==> config.mk <==
export PLATFORM = sky130hd
export DESIGN_NAME = oah_hash
export DESIGN_NICKNAME = d
export VERILOG_FILES = /design/src/sv/oah_pkg.sv /design/src/sv/oah_hash.sv
export SDC_FILE = /design/constraint.sdc
export NUM_CORES = 1
export LEC_CHECK = 0
export ABC_AREA = 1
export BUFFER_PORTS_ARGS = -buffer_cell sky130_fd_sc_hd__buf_2
export CORE_MARGIN = 4
export CORE_UTILIZATION = 60
export DETAILED_ROUTE_END_ITERATION = 6
export PLACE_DENSITY = 0.82
export SYNTH_ARGS = -nofsm -noshare
export SYNTH_HDL_FRONTEND = slang
export SYNTH_SLANG_ARGS = --single-unit
==> constraint.sdc <==
create_clock -name clk -period 8.5 [get_ports clk]
set_input_delay 1.275 -clock clk [delete_from_list [all_inputs] [get_ports clk]]
set_output_delay 1.275 -clock clk [all_outputs]
set_load 0.02 [all_outputs]
==> src/sv/oah_pkg.sv <==
`timescale 1ns / 1ps
// shared types and codes of the open-addressing hash insert block
package oah_pkg;

  // width of the table size register and of slot positions within it
  localparam int SIZE_W = 7;

  typedef enum logic [1:0] {
    ST_DONE    = 2'd0,
    ST_LOAD    = 2'd1,
    ST_NO_FREE = 2'd2,
    ST_BAD     = 2'd3
  } status_t;

  typedef enum logic {
    REQ_INSERT = 1'b0,
    REQ_READ   = 1'b1
  } req_t;

  typedef enum logic [1:0] {
    PM_LINEAR    = 2'd0,
    PM_QUADRATIC = 2'd1,
    PM_DOUBLE    = 2'd2,
    PM_BAD       = 2'd3
  } method_t;

  // reset value of the table size register
  localparam logic [SIZE_W-1:0] SIZE_RESET = 7'd10;

endpackage

==> src/sv/oah_hash.sv <==
`timescale 1ns / 1ps
// key hash: shift-and-add over key bytes, then bit-serial reduction by table size
module oah_hash #(
  parameter int KEY_CHARS = 8
) (
  input  logic                     clk,
  input  logic                     rst,
  input  logic                     start,
  input  logic [63:0]              key,
  input  logic [oah_pkg::SIZE_W-1:0] size,
  output logic                     done,
  output logic [oah_pkg::SIZE_W-1:0] home
);
  import oah_pkg::*;

  localparam int N_W = $clog2(KEY_CHARS + 1);

  typedef enum logic [1:0] {H_IDLE, H_BYTES, H_MOD} hstate_t;

  hstate_t           state;
  logic [63:0]       key_sh;
  logic [31:0]       h;
  logic [N_W-1:0]    n;
  logic [4:0]        bit_cnt;
  logic [SIZE_W-1:0] rem;
  logic [SIZE_W:0]   rem_sh;
  logic [7:0]        byte_top;

  assign byte_top = key_sh[63:56];
  assign rem_sh   = {rem, h[31]};

  // one byte per cycle, then one dividend bit per cycle
  always_ff @(posedge clk) begin
    done <= 1'b0;
    if (rst) begin
      state <= H_IDLE;
    end else begin
      case (state)
        H_IDLE: begin
          if (start) begin
            key_sh <= key;
            h      <= '0;
            n      <= '0;
            state  <= H_BYTES;
          end
        end
        H_BYTES: begin
          if (byte_top == 8'd0 || n == N_W'(KEY_CHARS)) begin
            rem     <= '0;
            bit_cnt <= '0;
            state   <= H_MOD;
          end else begin
            h      <= (h << 5) + {24'd0, byte_top};
            key_sh <= key_sh << 8;
            n      <= n + 1'b1;
          end
        end
        H_MOD: begin
          if (rem_sh >= {1'b0, size}) begin
            rem <= SIZE_W'(rem_sh - {1'b0, size});
          end else begin
            rem <= rem_sh[SIZE_W-1:0];
          end
          h       <= h << 1;
          bit_cnt <= bit_cnt + 1'b1;
          if (bit_cnt == 5'd31) begin
            done  <= 1'b1;
            state <= H_IDLE;
          end
        end
        default: state <= H_IDLE;
      endcase
    end
  end

  assign home = rem;

endmodule

==> results of run 1 <==
[through the flow]
step	setup slack [ns]	instance area [um2]	total power (W)	hold slack, ns	util [%]
after floorplan	3.702	6215	0.001461	0.4943	-
after global placement	5.571	6711	0.001596	0.4996	67.73
after detailed placement	5.500	6711	0.001634	0.5020	67.73
after CTS	5.832	7291	0.002335	0.5188	73.57
after global routing	5.553	7291	0.002483	0.5449	73.57
final	5.751	7291	0.002329	0.5151	73.57
[sequential cells by signal, summed over array words and instances (netlist names)]
name	flops
home	7
key_sh	64
h	32
n	4
bit_cnt	5
done	1
state	2
[cell families after synthesis]
kind of cell | Yosys count
AO/OA/AOI/OAI | 41
XOR/XNOR | 4
adder cells (fa/ha/maj) | 20
buffers and inverters | 98
flip-flops | 115
AND/OR/NAND/NOR | 462
[report_power, final]
group | internal [W] | total, W | leakage (nW) | switching [W]
Sequential | 0.000873 | 0.000958 | 1.10 | 0.0000848
Clock | 0.000442 | 0.000695 | 0.278 | 0.000253
Combinational | 0.000195 | 0.000676 | 1.97 | 0.000481
[worst min-delay path: stages, from the launching register on]
cell	delay, ns
edfxtp_1	0.32
nand2_1	0.05
nand2_1	0.05
[cell usage after synthesis, types with 2 or more instances]
cell type | number | area, um2
xor2_1 | 2 | 17.52
buf_2 | 10 | 50.05
nor2_1 | 79 | 296.5
nand3_1 | 45 | 225.2
o22ai_1 | 3 | 18.77
xnor2_1 | 2 | 17.52
dfxtp_1 | 3 | 60.06
clkbuf_1 | 8 | 30.03
inv_1 | 75 | 281.5
buf_4 | 2 | 15.01
fa_1 | 2 | 40.04
nor2_2 | 6 | 37.54
nand3_2 | 2 | 20.02
ha_1 | 18 | 225.2
nand2_1 | 317 | 1190
edfxtp_1 | 112 | 3363
o21ai_1 | 2 | 10.01
nand4_1 | 4 | 25.02
a32o_1 | 3 | 30.03
nand2_2 | 5 | 31.28
a21oi_1 | 7 | 35.03
o21ai_0 | 21 | 105.1
[metal layers]
| metal | part of all wire (%) | routed length (um) | GRT usage, % |
|---|---|---|---|
| met1 | 40 | 5433 | 29.90 |
| met2 | 51 | 7040 | 42.11 |
| met3 | 7.4 | 1018 | 6.753 |
| met4 | 1.5 | 203 | 8.014 |
| met5 | 0 | 0 | 0 |
[final timing paths]
kind                               end  slack, ns  depth (start not counted)
hold / removal    key_sh[62]$_DFFE_PP_       0.52                          2
setup / recovery       h[24]$_DFFE_PP_       5.75                          9
setup reg to reg       h[24]$_DFFE_PP_       5.75                          9
hold reg to reg   key_sh[62]$_DFFE_PP_       0.52                          2
[cell type report]
class | count | area (um2) | area share (%)
sequential | 115 | 3423 | 46.95
multi-input combinational | 527 | 2409 | 33.04
timing repair buffer | 84 | 427.9 | 5.869
clock buffer | 17 | 414.1 | 5.680
inverter | 76 | 285.3 | 3.913
tap | 133 | 166.4 | 2.282
clock inverter | 15 | 165.2 | 2.265
==> results by stage, run 1 <==
Status:
- The run finished with clean final reports.

Worst setup path:
- The slowest stage of the critical path is the inv_1 cell.
- Data arrives at the worst endpoint at roughly 3.1 ns.
- STA classifies the critical path endpoint as a register.
- The worst setup path is of the register to register kind.
- The type of element launching the critical path is a register.
- By instance count, the cell type seen most on the critical path is nand2_1.
- Of all nets on the critical path, the largest fanout is 71.
- The signal on the critical path passes through inv_1 -> ha_2 -> buf_4 -> nand2_1 -> inv_1 -> o21ai_0 -> nand2_1 -> nand2_1 -> nand2_1.
- The launch point of the critical path is state[1]$_SDFFE_PP0P_.
- The category of cells accounting for the largest share of critical-path delay is buffers and inverters.
- For the worst setup path, the data required time is ~9 ns.
- Counting both buffers and inverters, the worst setup path holds a total of 3.
- The worst register-to-register path begins at state[1]$_SDFFE_PP0P_.
- In this design, the stage delay of the slowest critical-path cell is about 0.76 ns.

STA:
- The number of max-slew violations in the final report is 0.
- The maximum clock skew at final layout is about 0.0095 ns.
- The number of failing hold endpoints at the final stage is 0.
- Setup repair after global routing left no endpoint under its margin.
- Based on the critical path, the design can be clocked at up to around 0.36 GHz.
- The part of the cycle the worst path needs is around 32%.
- After routing, the total negative slack on setup checks comes to 0 ns.
- Setup violations remaining at the end of the flow were counted as 0.
- The worst slew slack as a fraction of its limit is 36.65%.
- The slew at the pin closest to its max-slew limit is ~0.95 ns.
- The clock period minus final worst setup slack is approximately 2.7 ns.

Cells and area:
- The number of antenna diodes is 0.
- The number of nets at the end of the flow is 915.
- The library cells used most frequently in the layout, excluding fill and tap cells, are nand2_1, edfxtp_1, buf_2.
- The filler cells instantiated in the layout total 731.
- The post-route netlist has ~16% of its cells at a drive strength greater than 1.
- The most common library cell in the layout ignoring fill and taps is nand2_1.
- After the flow finishes, the layout carries non-filler instances totaling 967.
- The area added between synthesis and finish is 17.31%.

CTS:
- The number of setup buffers added after CTS is 0.
- The clock passes through at most 2 buffers.
- The CTS tree is built.
- The clock reaches the later pin of the worst-skew pair after ~0.52 ns.
- In this run the number of H-tree levels came out at 4.
- After clock tree synthesis, the flow added hold-fix buffers numbering 0.
- The number of sinks handled by clock tree synthesis is about 120.
- The TritonCTS buffer count is 17.
- The clock-pin slew on the worst setup and hold paths is about 0.060 ns.
- The number of gates given a new drive strength after cts is 0.
- The buffer cell driving the clock tree root is clkbuf_8.

Drt:
- The count of routing violations after the opening detailed-route iteration is between 300 and 400.
- The post-detailed-route via-to-cell ratio is between 5 and 6.
- The total number of vias is roughly 5100.
- In the final routed layout, each cell accounts on average for around 14 um.
- The final wirelength is around 14000 um.
- The detail route stage leaves a number of antenna-violating nets equal to 0.
- The first-pass iteration count of the detailed router is 5.
- The DRC violations left is 0.

Yosys:
- After technology mapping, the gate count stands at 740.
- In this run, distinct cell masters in the synthesized netlist total 34.
- Synthesis produced a netlist with a net count of roughly 830.
- Summing the areas of all compound-gate instances in the mapped netlist gives 3.886% of the synthesized area.
- The total number of yosys warnings is 0.
- The multiplexer share of the synthesized area is 0%.
- Yosys mapped a number of flops with a built-in enable equal to around 110.
- The xor and xnor fraction of the mapped netlist area is less than 1%.
- The largest family of logic cells by synthesized area is simple AND/OR/NAND/NOR gates.
- The fraction of the yosys area taken by sequential cells is a little under three fifths.
- After synthesis the netlist holds a flip-flop and latch count of between 100 and 150.
- For this run, asynchronously set or reset flops after synthesis account for 0%.
- Each instance of the synthesized netlist takes up on average roughly 8.4 um2.
- The dominant synthesized flop cell is edfxtp_1.
- The synthesized-area fraction occupied by and/or/nand/nor cells is 29.84%.
- The netlist area before placement is between 6000 and 7000 um2.
- Of the total synthesized cell area, the portion taken by full adders, half adders and majority gates is about 4.3%.

Placement:
- The placed cell count is 935.
- The placer's final routability congestion estimate is ~1.0.
- The final HPWL from detailed placement is 9288 um.
- The count of buffers added on input and output ports is 81.

Pwr:
- The power per cell area is 319.5 nW/um2.
- The peak supply drop is 0.1730 mV.
- The cell leakage power is roughly 3.3 nW.

Die:
- The area of the die is between 10000 and 15000 um2.
- The number of placement rows is 36.
- In this run the vertical extent of the chip is between 100 and 150 um.
- The x dimension of the die is roughly 110 um.
- The I/O pin total is 82.
- For this configuration, the core starts out at a cell density of between 60% and 70%.
- The floorplan core area is between 9000 and 10000 um2.

Global route:
- The via count of the first global-routing pass is ~5000.
- The pin count of the biggest net entering global routing is a little over 70.
- The first global-routing pass estimated 22610 um of wire.
- The total routing resource utilization after global routing is approximately a quarter.
- Summed over all layers, the global routing overflow is 0.
- The initial antenna violation count came to 0.

Min path:
- The startpoint identified for the worst hold timing path is key_sh[54]$_DFFE_PP_.
- The tightest min-delay check is of the register to register type.

Flow run:
- Max-cap violations in this run came to 0.
(Power assumes the default switching activity.)
==> run 2: changes to the inputs <==
--- a/config.mk
+++ b/config.mk
@@ -8,9 +8,9 @@
 export ABC_AREA = 1
 export BUFFER_PORTS_ARGS = -buffer_cell sky130_fd_sc_hd__buf_2
 export CORE_MARGIN = 4
-export CORE_UTILIZATION = 60
+export CORE_UTILIZATION = 58
 export DETAILED_ROUTE_END_ITERATION = 6
-export PLACE_DENSITY = 0.82
+export PLACE_DENSITY = 0.8
 export SYNTH_ARGS = -nofsm -noshare
 export SYNTH_HDL_FRONTEND = slang
 export SYNTH_SLANG_ARGS = --single-unit
==> constraint.sdc (replaced) <==
create_clock -name clk -period 2.75 [get_ports clk]
set_input_delay 0.4125 -clock clk [delete_from_list [all_inputs] [get_ports clk]]
set_output_delay 0.4125 -clock clk [all_outputs]
set_load 0.02 [all_outputs]
==> results by stage, run 2 (synthesized netlist as in run 1, its figures left out) <==
Drt:
- The final wirelength is 13950 um.
- The first-pass iteration count of the detailed router is 5.
- For this run, design rule violations remaining after detail routing come to 0.
- The routed layout has a little over 5000 vias.
- The count of nets left with antenna violations once routing finished came out at 0.
- The first routing iteration left between 400 and 500 violations.
- Dividing the detail-routed wire length by the instance count gives around 14 um.
- The post-detailed-route via-to-cell ratio is 5.249.

CTS:
- In this run the clock root is driven by a clkbuf_8.
- The hold buffer count at cts is 0.
- The maximum level of the CTS H-tree is 4.
- In this run, CTS created clock tree buffers numbering 17.
- The later pin in the worst-skew pair is clocked with a latency of 0.53 ns.
- The longest clock path from root to sink contains 2 buffers.
- The clock net in this run drives a total of roughly 120 sinks.
- Clock-pin slew was measured on the worst setup and hold paths at 0.06 ns.
- In this run, post-CTS repair resized a total of 0 instances.
- TritonCTS built the clock tree.
- In this run the post-CTS setup repair buffer count came out at 0.

Die:
- Pin placement for this block handled slightly above 80 I/O pins.
- The number of placement rows is 37.
- The floorplan core area is just over 10000 um2.
- The die extent in y is roughly 110 um.
- The floorplan step set the die width to ~110 um.
- For this configuration, the core starts out at a cell density of around three fifths.
- The floorplan step defined a die boundary enclosing roughly 12000 um2.

Cells and area:
- The flip-flop count of the largest register after layout is 64.
- The top cell types in the final layout, fill and taps aside, are nand2_1, edfxtp_1, buf_2.
- The post-route standard cell area excluding fillers is 7336 um2.
- The area added between synthesis and finish is 18.04%.
- The number of nets at the end of the flow is around 920.
- The most common library cell in the layout ignoring fill and taps is nand2_1.
- 0 antenna diodes ended up in the layout.
- The post-route netlist has approximately 17% of its cells at a drive strength greater than 1.
- More flip-flops sit in one register than any other, and that register is key_sh.

STA:
- Setup repair after global routing left no endpoint under its margin.
- The maximum clock skew at final layout is roughly 0.0063 ns.
- For the final routed database, the setup TNS stands at 0 ns.
- The upper clock frequency limit is about 0.46 GHz.
- The part of the cycle the worst path needs is about four fifths.
- Headroom to the max-slew limit came out at a little under three fifths.
- Setup violations remaining at the end of the flow were counted as 0.
- The slew at the pin closest to its max-slew limit is 0.6623 ns.
- The number of failing hold endpoints at the final stage came to 0.
- The number of max-slew violations in the final report is 0.
- The clock period minus final worst setup slack is 2.195 ns.

Worst setup path:
- Walking the worst path, the cells encountered are inv_1 -> ha_1 -> nand2_1 -> inv_1 -> buf_4 -> nand2_1 -> o22ai_1.
- The required time reported for the critical path endpoint is 3.11 ns.
- The path type of the worst setup path is register to register.
- The arrival time reported for the critical path endpoint is 2.55 ns.
- The slowest library cell on the worst path is ha_1.
- STA classifies the critical path endpoint as a register.
- For this run, the slowest stage of the critical path takes between 0.4 and 0.5 ns.
- STA classifies the critical path startpoint as a register.
- In this run the worst path has a maximum fanout of 13.

Pwr:
- IR analysis of the VDD net gives a maximum drop of around 0.65 mV.
- For this design the static power due to leakage is approximately 3.4 nW.
- The power per cell area is approximately 980 nW/um2.

Flow run:
- The tool flagged a number of max-cap violations equal to 0.

Placement:
- Routability-driven placement finished with a final weighted congestion of approximately 0.88.
- The number of I/O port buffers is 81.
- The post-place instance area is about 6800 um2.
- After legalization and detailed placement, the total HPWL measured 9751 um.

Min path:
- The path type of the worst min-delay path is input port to register.

Global route:
- The via count of the first global-routing pass came to between 5000 and 6000.
- The pin count of the biggest net entering global routing is between 40 and 50.
- The first global-routing pass estimated around 23000 um of wire.
- The initial antenna violation count is 0.
- The overflow left after global routing is 0.
- In the global route stage, overall resource usage came out at 23.60%.

Status:
- The run finished with clean final reports.
## run 2: final timing paths
check	cells after the start	start	end	slack [ns]
worst max register to register	7	state[0]$_SDFFE_PP0P_	h[14]$_DFFE_PP_	0.56
worst min-delay path	2	rst	done$_SDFF_PP0_	0.08
worst max-delay path	7	state[0]$_SDFFE_PP0P_	h[14]$_DFFE_PP_	0.56
worst min register to register	2	key_sh[55]$_DFFE_PP_	key_sh[63]$_DFFE_PP_	0.51
## run 2: cell type report
cell class / count / area (um2)
fillers: 779 / 3034
repair buffers: 91 / 493.0
multi-input cells: 527 / 2409
well taps: 136 / 170.2
clock buffers: 19 / 421.7
flip-flops and latches: 115 / 3423
inverters: 76 / 285.3
clock inverters: 13 / 133.9
## run 2: critical path: cells and delay by family, from the launching register on
kind / cells / cell delay (ns)
AO/OA/AOI/OAI: 1 / 0.14
adder cells (fa/ha/maj): 1 / 0.43
buffers and inverters: 3 / 0.80
flip-flops: 1 / 0.37
AND/OR/NAND/NOR: 2 / 0.28
## run 2: power by group
group          switching (W)  internal [W]
clock               0.000780       0.00129
sequential          0.000267       0.00269
combinational        0.00151      0.000665
total                0.00255       0.00464
## run 2: layer usage
layer / part of all wire [%] / global-route usage (%) / vias to the layer above
li1: - / - / 2566
met1: 42 / 28.48 / 2341
met2: 50 / 40.01 / 186
met3: 6.3 / 6.196 / 35
met4: 2.6 / 10.38 / 0
met5: 0 / 0 / -
## run 2: through the flow
stage               utilization, %  setup WS, ns  power (W)  cells  hold slack [ns]
floorplan                        -        0.2279   0.004499    740           0.4841
global placement             65.38        0.6835   0.005038    945           0.4986
detailed placement           65.38        0.6501   0.005125    945           0.5060
CTS                          70.74        0.5854   0.007239    977          0.05351
global route                 70.74        0.3850   0.007680    977          0.05284
finish                       70.74        0.5553   0.007197    977          0.07685
